===== src/rtl/core/shamh_pkg.sv =====
`default_nettype none

package shamh_pkg;

  localparam int QDepth = 4;
  localparam int QAw    = $clog2(QDepth);

  localparam logic KIND_BYTE = 1'b0;
  localparam logic KIND_END  = 1'b1;

  localparam logic [31:0] PAD_MARK = 32'h8000_0000;

  typedef struct packed {
    logic       kind;
    logic [7:0] data_byte;
  } shamh_item_t;

  typedef struct packed {
    logic [2:0]  word_index;
    logic [31:0] digest_word;
    logic        last;
  } shamh_digest_t;

  // One queue entry: a full message word, or the end mark with the
  // left-aligned tail bytes that did not fill a word.
  typedef struct packed {
    logic        is_end;
    logic [1:0]  nbytes;
    logic [31:0] word;
  } shamh_entry_t;

  typedef struct packed {
    logic         push;
    shamh_entry_t entry;
  } shamh_q_wr_t;

  typedef struct packed {
    logic full;
    logic empty;
  } shamh_q_stat_t;

  typedef enum logic [3:0] {
    ST_LOAD,
    ST_PAD,
    ST_ZERO,
    ST_LEN_HI,
    ST_LEN_LO,
    ST_START,
    ST_ROUND,
    ST_UPDATE,
    ST_OUT
  } shamh_state_t;

  function automatic logic [31:0] ror32(input logic [31:0] x, input int n);
    return (x >> n) | (x << (32 - n));
  endfunction

  function automatic logic [31:0] bsig0(input logic [31:0] x);
    return ror32(x, 2) ^ ror32(x, 13) ^ ror32(x, 22);
  endfunction

  function automatic logic [31:0] bsig1(input logic [31:0] x);
    return ror32(x, 6) ^ ror32(x, 11) ^ ror32(x, 25);
  endfunction

  function automatic logic [31:0] ssig0(input logic [31:0] x);
    return ror32(x, 7) ^ ror32(x, 18) ^ (x >> 3);
  endfunction

  function automatic logic [31:0] ssig1(input logic [31:0] x);
    return ror32(x, 17) ^ ror32(x, 19) ^ (x >> 10);
  endfunction

  function automatic logic [31:0] choose(input logic [31:0] e, input logic [31:0] f,
                                         input logic [31:0] g);
    return (e & f) ^ (~e & g);
  endfunction

  function automatic logic [31:0] majority(input logic [31:0] a, input logic [31:0] b,
                                           input logic [31:0] c);
    return (a & b) ^ (a & c) ^ (b & c);
  endfunction

  function automatic logic [31:0] init_hash(input logic [2:0] i);
    logic [31:0] h;
    unique case (i)
      3'd0: h = 32'h6a09e667;
      3'd1: h = 32'hbb67ae85;
      3'd2: h = 32'h3c6ef372;
      3'd3: h = 32'ha54ff53a;
      3'd4: h = 32'h510e527f;
      3'd5: h = 32'h9b05688c;
      3'd6: h = 32'h1f83d9ab;
      3'd7: h = 32'h5be0cd19;
    endcase
    return h;
  endfunction

  function automatic logic [31:0] round_k(input logic [5:0] t);
    logic [31:0] k;
    unique case (t)
      6'd0:  k = 32'h428a2f98;
      6'd1:  k = 32'h71374491;
      6'd2:  k = 32'hb5c0fbcf;
      6'd3:  k = 32'he9b5dba5;
      6'd4:  k = 32'h3956c25b;
      6'd5:  k = 32'h59f111f1;
      6'd6:  k = 32'h923f82a4;
      6'd7:  k = 32'hab1c5ed5;
      6'd8:  k = 32'hd807aa98;
      6'd9:  k = 32'h12835b01;
      6'd10: k = 32'h243185be;
      6'd11: k = 32'h550c7dc3;
      6'd12: k = 32'h72be5d74;
      6'd13: k = 32'h80deb1fe;
      6'd14: k = 32'h9bdc06a7;
      6'd15: k = 32'hc19bf174;
      6'd16: k = 32'he49b69c1;
      6'd17: k = 32'hefbe4786;
      6'd18: k = 32'h0fc19dc6;
      6'd19: k = 32'h240ca1cc;
      6'd20: k = 32'h2de92c6f;
      6'd21: k = 32'h4a7484aa;
      6'd22: k = 32'h5cb0a9dc;
      6'd23: k = 32'h76f988da;
      6'd24: k = 32'h983e5152;
      6'd25: k = 32'ha831c66d;
      6'd26: k = 32'hb00327c8;
      6'd27: k = 32'hbf597fc7;
      6'd28: k = 32'hc6e00bf3;
      6'd29: k = 32'hd5a79147;
      6'd30: k = 32'h06ca6351;
      6'd31: k = 32'h14292967;
      6'd32: k = 32'h27b70a85;
      6'd33: k = 32'h2e1b2138;
      6'd34: k = 32'h4d2c6dfc;
      6'd35: k = 32'h53380d13;
      6'd36: k = 32'h650a7354;
      6'd37: k = 32'h766a0abb;
      6'd38: k = 32'h81c2c92e;
      6'd39: k = 32'h92722c85;
      6'd40: k = 32'ha2bfe8a1;
      6'd41: k = 32'ha81a664b;
      6'd42: k = 32'hc24b8b70;
      6'd43: k = 32'hc76c51a3;
      6'd44: k = 32'hd192e819;
      6'd45: k = 32'hd6990624;
      6'd46: k = 32'hf40e3585;
      6'd47: k = 32'h106aa070;
      6'd48: k = 32'h19a4c116;
      6'd49: k = 32'h1e376c08;
      6'd50: k = 32'h2748774c;
      6'd51: k = 32'h34b0bcb5;
      6'd52: k = 32'h391c0cb3;
      6'd53: k = 32'h4ed8aa4a;
      6'd54: k = 32'h5b9cca4f;
      6'd55: k = 32'h682e6ff3;
      6'd56: k = 32'h748f82ee;
      6'd57: k = 32'h78a5636f;
      6'd58: k = 32'h84c87814;
      6'd59: k = 32'h8cc70208;
      6'd60: k = 32'h90befffa;
      6'd61: k = 32'ha4506ceb;
      6'd62: k = 32'hbef9a3f7;
      6'd63: k = 32'hc67178f2;
    endcase
    return k;
  endfunction

endpackage

`default_nettype wire


===== src/rtl/core/shamh_front.sv =====
`default_nettype none

module shamh_front (
  input  wire logic                    clk,
  input  wire logic                    rst,
  input  wire logic                    item_valid,
  output logic                         item_stall,
  input  wire shamh_pkg::shamh_item_t  item,
  input  wire shamh_pkg::shamh_q_stat_t q_stat,
  output shamh_pkg::shamh_q_wr_t       q_wr
);
  import shamh_pkg::*;

  logic [23:0] acc;
  logic [1:0]  nb;
  logic        accept;

  assign item_stall = q_stat.full;
  assign accept     = item_valid && !q_stat.full;

  always_ff @(posedge clk) begin
    if (rst) begin
      nb <= 2'd0;
    end else if (accept) begin
      if (item.kind == KIND_END) begin
        nb <= 2'd0;
      end else begin
        nb <= nb + 2'd1;
      end
    end
  end

  always_ff @(posedge clk) begin
    if (accept && item.kind == KIND_BYTE) begin
      acc <= {acc[15:0], item.data_byte};
    end
  end

  // A word goes out on every fourth byte; the end mark carries the tail.
  always_comb begin
    q_wr.push         = accept && (item.kind == KIND_END || nb == 2'd3);
    q_wr.entry.is_end = item.kind;
    q_wr.entry.nbytes = nb;
    if (item.kind == KIND_END) begin
      unique case (nb)
        2'd0: q_wr.entry.word = 32'h0;
        2'd1: q_wr.entry.word = {acc[7:0], 24'h0};
        2'd2: q_wr.entry.word = {acc[15:0], 16'h0};
        2'd3: q_wr.entry.word = {acc[23:0], 8'h0};
      endcase
    end else begin
      q_wr.entry.word = {acc, item.data_byte};
    end
  end

endmodule

`default_nettype wire


===== src/rtl/core/shamh_queue.sv =====
`default_nettype none

module shamh_queue (
  input  wire logic                     clk,
  input  wire logic                     rst,
  input  wire shamh_pkg::shamh_q_wr_t   q_wr,
  input  wire logic                     pop,
  output shamh_pkg::shamh_q_stat_t      q_stat,
  output shamh_pkg::shamh_entry_t       rd_entry
);
  import shamh_pkg::*;

  shamh_entry_t     mem [QDepth];
  logic [QAw-1:0]   wr_ptr;
  logic [QAw-1:0]   rd_ptr;
  logic [QAw:0]     count;
  logic             do_push;
  logic             do_pop;

  assign q_stat.full  = (count == (QAw + 1)'(QDepth));
  assign q_stat.empty = (count == '0);
  assign do_push      = q_wr.push && !q_stat.full;
  assign do_pop       = pop && !q_stat.empty;
  assign rd_entry     = mem[rd_ptr];

  always_ff @(posedge clk) begin
    if (rst) begin
      wr_ptr <= '0;
      rd_ptr <= '0;
      count  <= '0;
    end else begin
      if (do_push) begin
        wr_ptr <= wr_ptr + 1'b1;
      end
      if (do_pop) begin
        rd_ptr <= rd_ptr + 1'b1;
      end
      if (do_push && !do_pop) begin
        count <= count + 1'b1;
      end else if (do_pop && !do_push) begin
        count <= count - 1'b1;
      end
    end
  end

  always_ff @(posedge clk) begin
    if (do_push) begin
      mem[wr_ptr] <= q_wr.entry;
    end
  end

endmodule

`default_nettype wire


===== src/rtl/core/shamh_core.sv =====
`default_nettype none

module shamh_core (
  input  wire logic                     clk,
  input  wire logic                     rst,
  input  wire shamh_pkg::shamh_entry_t  rd_entry,
  input  wire shamh_pkg::shamh_q_stat_t q_stat,
  output logic                          pop,
  output logic                          digest_valid,
  input  wire logic                     digest_stall,
  output shamh_pkg::shamh_digest_t      digest
);
  import shamh_pkg::*;

  shamh_state_t  state;
  shamh_state_t  state_next;

  logic [31:0]   chain [8];
  logic [31:0]   v [8];
  logic [31:0]   sched [16];
  logic [3:0]    wc;
  logic [5:0]    rnd;
  logic [60:0]   byte_count;
  logic          pad;
  logic          fin;
  logic [2:0]    oidx;
  logic          out_valid;
  shamh_digest_t out_data;
  logic [31:0]   part_word;
  logic [1:0]    part_nb;

  logic          shift_en;
  logic          sched_en;
  logic [31:0]   sched_in;
  logic          load_out;
  logic [63:0]   bit_len;
  logic [31:0]   t1;
  logic [31:0]   t2;
  logic [31:0]   w_new;

  assign bit_len = {byte_count, 3'b000};
  assign t1 = v[7] + bsig1(v[4]) + choose(v[4], v[5], v[6]) + round_k(rnd) + sched[0];
  assign t2 = bsig0(v[0]) + majority(v[0], v[1], v[2]);
  assign w_new = ssig1(sched[14]) + sched[9] + ssig0(sched[1]) + sched[0];

  assign digest_valid = out_valid;
  assign digest       = out_data;

  always_comb begin
    state_next = state;
    unique case (state)
      ST_LOAD: begin
        if (!q_stat.empty) begin
          priority if (rd_entry.is_end) begin
            state_next = ST_PAD;
          end else if (wc == 4'd15) begin
            state_next = ST_START;
          end else begin
            state_next = ST_LOAD;
          end
        end
      end
      ST_PAD: begin
        state_next = (wc == 4'd15) ? ST_START : ST_ZERO;
      end
      ST_ZERO: begin
        priority if (wc == 4'd14) begin
          state_next = ST_LEN_HI;
        end else if (wc == 4'd15) begin
          state_next = ST_START;
        end else begin
          state_next = ST_ZERO;
        end
      end
      ST_LEN_HI: state_next = ST_LEN_LO;
      ST_LEN_LO: state_next = ST_START;
      ST_START:  state_next = ST_ROUND;
      ST_ROUND: begin
        if (rnd == 6'd63) begin
          state_next = ST_UPDATE;
        end
      end
      ST_UPDATE: begin
        priority if (fin) begin
          state_next = ST_OUT;
        end else if (pad) begin
          state_next = ST_ZERO;
        end else begin
          state_next = ST_LOAD;
        end
      end
      ST_OUT: begin
        if (load_out && oidx == 3'd7) begin
          state_next = ST_LOAD;
        end
      end
      default: state_next = ST_LOAD;
    endcase
  end

  always_comb begin
    pop      = 1'b0;
    shift_en = 1'b0;
    sched_in = 32'h0;
    load_out = 1'b0;
    unique case (state)
      ST_LOAD: begin
        pop      = !q_stat.empty;
        shift_en = !q_stat.empty && !rd_entry.is_end;
        sched_in = rd_entry.word;
      end
      ST_PAD: begin
        shift_en = 1'b1;
        sched_in = part_word | (PAD_MARK >> {part_nb, 3'b000});
      end
      ST_ZERO: begin
        shift_en = (wc != 4'd14);
      end
      ST_LEN_HI: begin
        shift_en = 1'b1;
        sched_in = bit_len[63:32];
      end
      ST_LEN_LO: begin
        shift_en = 1'b1;
        sched_in = bit_len[31:0];
      end
      ST_ROUND: begin
        sched_in = w_new;
      end
      ST_OUT: begin
        load_out = !out_valid || !digest_stall;
      end
      default: begin
      end
    endcase
    sched_en = shift_en || (state == ST_ROUND);
  end

  always_ff @(posedge clk) begin
    if (rst) begin
      state      <= ST_LOAD;
      wc         <= 4'd0;
      rnd        <= 6'd0;
      byte_count <= '0;
      pad        <= 1'b0;
      fin        <= 1'b0;
      oidx       <= 3'd0;
      out_valid  <= 1'b0;
      for (int i = 0; i < 8; i++) begin
        chain[i] <= init_hash(3'(i));
      end
    end else begin
      state <= state_next;
      if (shift_en) begin
        wc <= wc + 4'd1;
      end
      if (pop && !rd_entry.is_end) begin
        byte_count <= byte_count + 61'd4;
      end
      if (state == ST_PAD) begin
        pad        <= 1'b1;
        byte_count <= byte_count + 61'(part_nb);
      end
      if (state == ST_LEN_LO) begin
        fin <= 1'b1;
      end
      if (state == ST_START) begin
        rnd <= 6'd0;
      end else if (state == ST_ROUND) begin
        rnd <= rnd + 6'd1;
      end
      if (state == ST_UPDATE) begin
        for (int i = 0; i < 8; i++) begin
          chain[i] <= chain[i] + v[i];
        end
      end
      if (load_out) begin
        out_valid <= 1'b1;
      end else if (!digest_stall) begin
        out_valid <= 1'b0;
      end
      if (load_out) begin
        oidx <= oidx + 3'd1;
        // last word read out: back to the initial chaining value
        if (oidx == 3'd7) begin
          byte_count <= '0;
          pad        <= 1'b0;
          fin        <= 1'b0;
          for (int i = 0; i < 8; i++) begin
            chain[i] <= init_hash(3'(i));
          end
        end
      end
    end
  end

  always_ff @(posedge clk) begin
    // schedule window: sched[0] is the word used by the current round
    if (sched_en) begin
      for (int i = 0; i < 15; i++) begin
        sched[i] <= sched[i + 1];
      end
      sched[15] <= sched_in;
    end
    if (pop && rd_entry.is_end) begin
      part_word <= rd_entry.word;
      part_nb   <= rd_entry.nbytes;
    end
    if (state == ST_START) begin
      for (int i = 0; i < 8; i++) begin
        v[i] <= chain[i];
      end
    end else if (state == ST_ROUND) begin
      v[0] <= t1 + t2;
      v[1] <= v[0];
      v[2] <= v[1];
      v[3] <= v[2];
      v[4] <= v[3] + t1;
      v[5] <= v[4];
      v[6] <= v[5];
      v[7] <= v[6];
    end
    if (load_out) begin
      out_data.word_index  <= oidx;
      out_data.digest_word <= chain[oidx];
      out_data.last        <= (oidx == 3'd7);
    end
  end

endmodule

`default_nettype wire


===== src/rtl/core/sha256_message_hasher_top.sv =====
// SHA-256 hasher over a byte stream.
// item channel: one transaction per message byte (kind 0) or end mark (kind 1).
// digest channel: eight transactions per end mark, word_index 0..7, the
// most significant digest word first, last set on word 7.
// Bytes enter at up to one per cycle, packed four to a word into a four-word
// queue. The engine loads a block one word per cycle while the queue holds
// words, then hashes it (chaining load, 64 rounds at one round per cycle,
// chaining update) without taking words, so only 16 bytes get in meanwhile;
// throughput on a long message is set by the byte-wide input and the rounds
// not overlapping the block load.
// After an accepted end mark the engine adds the pad word, zero words and
// the two length words, hashing one block, or two when padding needs a
// second one; a block still being hashed is finished first.
// The digest words then leave one per cycle unless the receiver stalls.
// A stall on the digest channel holds the current word; the input side keeps
// filling the queue and stalls once it is full.
// Reset (rst, synchronous) loads the standard initial chaining value and
// clears the byte count; the block is ready in the next cycle.
`default_nettype none

module sha256_message_hasher_top (
  input  wire logic                    clk,
  input  wire logic                    rst,
  input  wire logic                    item_valid,
  output logic                         item_stall,
  input  wire shamh_pkg::shamh_item_t  item,
  output logic                         digest_valid,
  input  wire logic                    digest_stall,
  output shamh_pkg::shamh_digest_t     digest
);
  import shamh_pkg::*;

  shamh_q_wr_t   q_wr;
  shamh_q_stat_t q_stat;
  shamh_entry_t  rd_entry;
  logic          pop;

  shamh_front u_front (
    .clk        (clk),
    .rst        (rst),
    .item_valid (item_valid),
    .item_stall (item_stall),
    .item       (item),
    .q_stat     (q_stat),
    .q_wr       (q_wr)
  );

  shamh_queue u_queue (
    .clk      (clk),
    .rst      (rst),
    .q_wr     (q_wr),
    .pop      (pop),
    .q_stat   (q_stat),
    .rd_entry (rd_entry)
  );

  shamh_core u_core (
    .clk          (clk),
    .rst          (rst),
    .rd_entry     (rd_entry),
    .q_stat       (q_stat),
    .pop          (pop),
    .digest_valid (digest_valid),
    .digest_stall (digest_stall),
    .digest       (digest)
  );

endmodule

`default_nettype wire


===== config.mk =====
export PLATFORM = sky130hd
export DESIGN_NAME = sha256_message_hasher_top
export DESIGN_NICKNAME = d
export VERILOG_FILES = /design/src/rtl/core/shamh_pkg.sv /design/src/rtl/core/shamh_front.sv /design/src/rtl/core/shamh_queue.sv /design/src/rtl/core/shamh_core.sv /design/src/rtl/core/sha256_message_hasher_top.sv
export SDC_FILE = /design/constraint.sdc
export NUM_CORES = 2
export LEC_CHECK = 0
export BUFFER_PORTS_ARGS = -buffer_cell sky130_fd_sc_hd__buf_4
export CAP_MARGIN = 20
export CORE_ASPECT_RATIO = 1.4
export CORE_MARGIN = 2
export CORE_UTILIZATION = 40
export CTS_CLUSTER_DIAMETER = 150
export DETAILED_ROUTE_END_ITERATION = 10
export PLACE_DENSITY = 0.58
export SLEW_MARGIN = 20
export SYNTH_ARGS = -nofsm -noshare
export SYNTH_HDL_FRONTEND = slang
export SYNTH_SLANG_ARGS = --single-unit
export TNS_END_PERCENT = 10

===== constraint.sdc =====
create_clock -name clk -period 17.7 [get_ports clk]
set_clock_uncertainty 0.1 [all_clocks]
set_input_delay 0.885 -clock clk [delete_from_list [all_inputs] [get_ports clk]]
set_output_delay 0.885 -clock clk [all_outputs]
set_load 0.1 [all_outputs]

==> impl_metrics.yaml <==
routing:
  vias: 54500
  drc_errors: 0
  drt_iter0_markers: 5280
  routed_via_density: 5.72
  dr.pass1.iters: 7
  ant_nets: 0
  routed_wl_um: 253000
  post_drt_wl_per_cell_um: 26.5
setup_path:
  arrival_ns: 9.09
  required_ns: 18.12
  cp_max_fo: 6
  ff2ff_setup_slack_ns: 9.03
  crit_type: "reg -> reg"
  endpoint_kind: "flip-flop"
  crit_top_cell: "fa_1"
  startpoint_type: "flip-flop"
  slowest_delay_ns: 0.55
  crit_slowest_cell: "edfxtp_1"
timing:
  slew_headroom: 0.170
  setup_ws_ns: 9.03
  setup_viol: 0
  rsz0062_at_grt: "false"
  setup_tns_ns: 0
  fmax_mhz: 115
  tightest_slew_ns: 1.24
  timing.final.crit_share: 0.490
  holdWs_ns: 0.123
  drv_slew: 0
  min_period_ns: 8.67
  hold_violations: 0
clocking:
  holdBufCountCts: 0
  cts_setup_buffers: 0
  clkSinkCount: 1382
  cts_tree: "built"
  cts_root_buf: "clkbuf_16"
  clock_latency_ns: 0.84
  cts_made_buffers: 151
  path_clk_slew_ns: 0.06
  clock_tree.buffer_depth: 4
  cts-htree-levels: 4
  post_cts_resized: 0
finish:
  final_nets: 7493
  layout-drive-gt1-share: 0.0876
  syn2layout_area_growth_pct: 10.3
  num-fill-cells: 18100
  final_cells: 9527
  multi_input_area_um2: 36500
  area.sequential_um2: 39000
global_routing:
  gr-usage-met2: 0.418
  gr-total-overflow: 0
  grt_usage: 0.253
  grt_pass1_wl_um: 370000
  grt_max_degree: 200
  gr-max-usage-layer: "met2"
  met1_usage: 0.322
  antenna_found_initial: 22
  grt_pass1_vias: 53900
  grtUsageMet3: 0.0304
worst_hold_path:
  hold_class: "in -> reg"
placed_design:
  dp_slack_ns: 9.11
  hpwl_um: 189000
  gp_congestion: 0.983
  dpl.cell_count: 9234
  portBuffers: 50
floorplan:
  row_count: 191
  die_h_um: 526
  dieArea_um2: 198000
  dieWidth_um: 377
  io_pins: 51
  start_util: 0.402
  coreArea_um2: 194000
logic_synthesis:
  syn-mean-instance-area_um2: 11.3
  synth.top_cell.area_share: 0.436
  synth_edf_count: 1130
  yosysWarnings: 0
  synth_seq_cells: 1382
  netlist-cell-type-count: 92
  syn_area_um2: 77900
  synthArstFlopShare: 0
  seq_area_frac_synth: 0.500
  synth.area.top_cells: "edfxtp_1 (44%), ha_1 (6.5%), dfxtp_1 (6.5%), fa_1 (5.1%), xnor2_1 (4.5%)"
  syn_inst: 6902
  syn-num-nets: 7517
  synthFlopType: "edfxtp_1"
  synth.largest_area_cell: "edfxtp_1"
run:
  maxCapViolations: 0
outcome:
  status: "finished clean"
per-layer routing:
layer	vias to the layer above	share of wire
li1	24900	-
met2	1711	0.48
met4	6	0.063
met3	495	0.051
met5	-	0.00015
met1	27400	0.41
synth_stat cells, types with 36 or more instances:
| cell type | count |
|---|---|
| a211oi_1 | 49 |
| a21o_1 | 165 |
| a21oi_1 | 451 |
| a31oi_1 | 45 |
| and3_1 | 36 |
| clkbuf_1 | 251 |
| dfxtp_1 | 252 |
| edfxtp_1 | 1130 |
| fa_1 | 197 |
| ha_1 | 405 |
| inv_1 | 368 |
| mux2_2 | 97 |
| mux2i_1 | 39 |
| mux4_2 | 99 |
| nand2_1 | 899 |
| nand2b_1 | 58 |
| nand3_1 | 120 |
| nand4_1 | 36 |
| nor2_1 | 359 |
| nor2b_1 | 50 |
| nor3_1 | 87 |
| o211ai_1 | 66 |
| o21ai_0 | 301 |
| o21ai_1 | 80 |
| o21bai_1 | 59 |
| o22ai_1 | 36 |
| xnor2_1 | 397 |
| xor2_1 | 257 |
cell type report:
class                      instances  area share
antenna                           32    0.000932
clock buffer                     196      0.0477
clock inverter                    65     0.00763
inverter                         376      0.0165
multi-input combinational       4838       0.425
sequential                      1382       0.454
tap                             2509      0.0365
timing repair buffer             129      0.0115
critical path: cells and delay by family, from the launching register on:
kind                     cells  cell delay, ns
adder cells (fa/ha/maj)      7            3.10
AO/OA/AOI/OAI               14            2.90
XOR/XNOR                     5            1.15
flip-flops                   1            0.55
AND/OR/NAND/NOR              2            0.36
buffers and inverters        3            0.20
kinds of logic (layout without fill, tap and decap cells):
| kind of cell | after synthesis | after routing | synth area share |
|---|---|---|---|
| flops | 1382 | 1382 | 0.500 |
| fa+ha+maj | 624 | 624 | 0.119 |
| xor+xnor | 655 | 655 | 0.0737 |
| simple gates | 1777 | 1777 | 0.101 |
| compound gates | 1547 | 1547 | 0.126 |
| other cells | 0 | 32 | 0 |
| mux | 235 | 235 | 0.0477 |
| buf+inv | 682 | 766 | 0.0332 |
final timing paths:
kind / depth (start not counted) / end / from
worst max-delay path: 31 / u_core.v[0][31] / u_core.v[0][154]
worst min-delay path: 1 / u_front.acc[5] / item[5]
worst max register to register: 31 / u_core.v[0][31] / u_core.v[0][154]
worst min register to register: 0 / u_core.sched[0][40] / u_core.sched[0][72]
state kept, by name, summed over array words and instances (netlist names), 4 cells and up, named ones only:
signal / flops
u_queue.mem: 140
u_core.part_word: 32
u_core.state: 4
u_front.acc: 24
u_core.digest: 36
u_core.wc: 4
u_core.byte_count: 61
u_core.sched: 512
u_core.v: 256
u_core.chain: 256
u_core.rnd: 6
placed cells by master (no fill, tap or decap), drive strengths merged, types with 49 or more instances in the layout:
cell,synthesis,final
nor2,362,362
a21oi,451,451
xor2,257,257
nor2b,50,50
xnor2,398,398
inv,376,380
mux4,99,99
mux2,97,97
nand3,120,120
edfxtp,1130,1130
clkbuf,251,196
nor3,87,87
nand2,901,901
ha,405,405
nand2b,58,58
fa,197,197
a21o,165,165
o21ai,381,381
buf,55,129
o21bai,59,59
o211ai,66,66
a211oi,49,49
dfxtp,252,252
through the flow:
stage	util	instance area (um^2)
global placement	0.419	81100
floorplan	-	77900
global route	0.444	85900
CTS	0.443	85800
finish	0.444	85900
detailed placement	0.419	81100
Power is not shown: default switching activity piles up to over one toggle a cycle in this logic, so the estimate is an artifact.
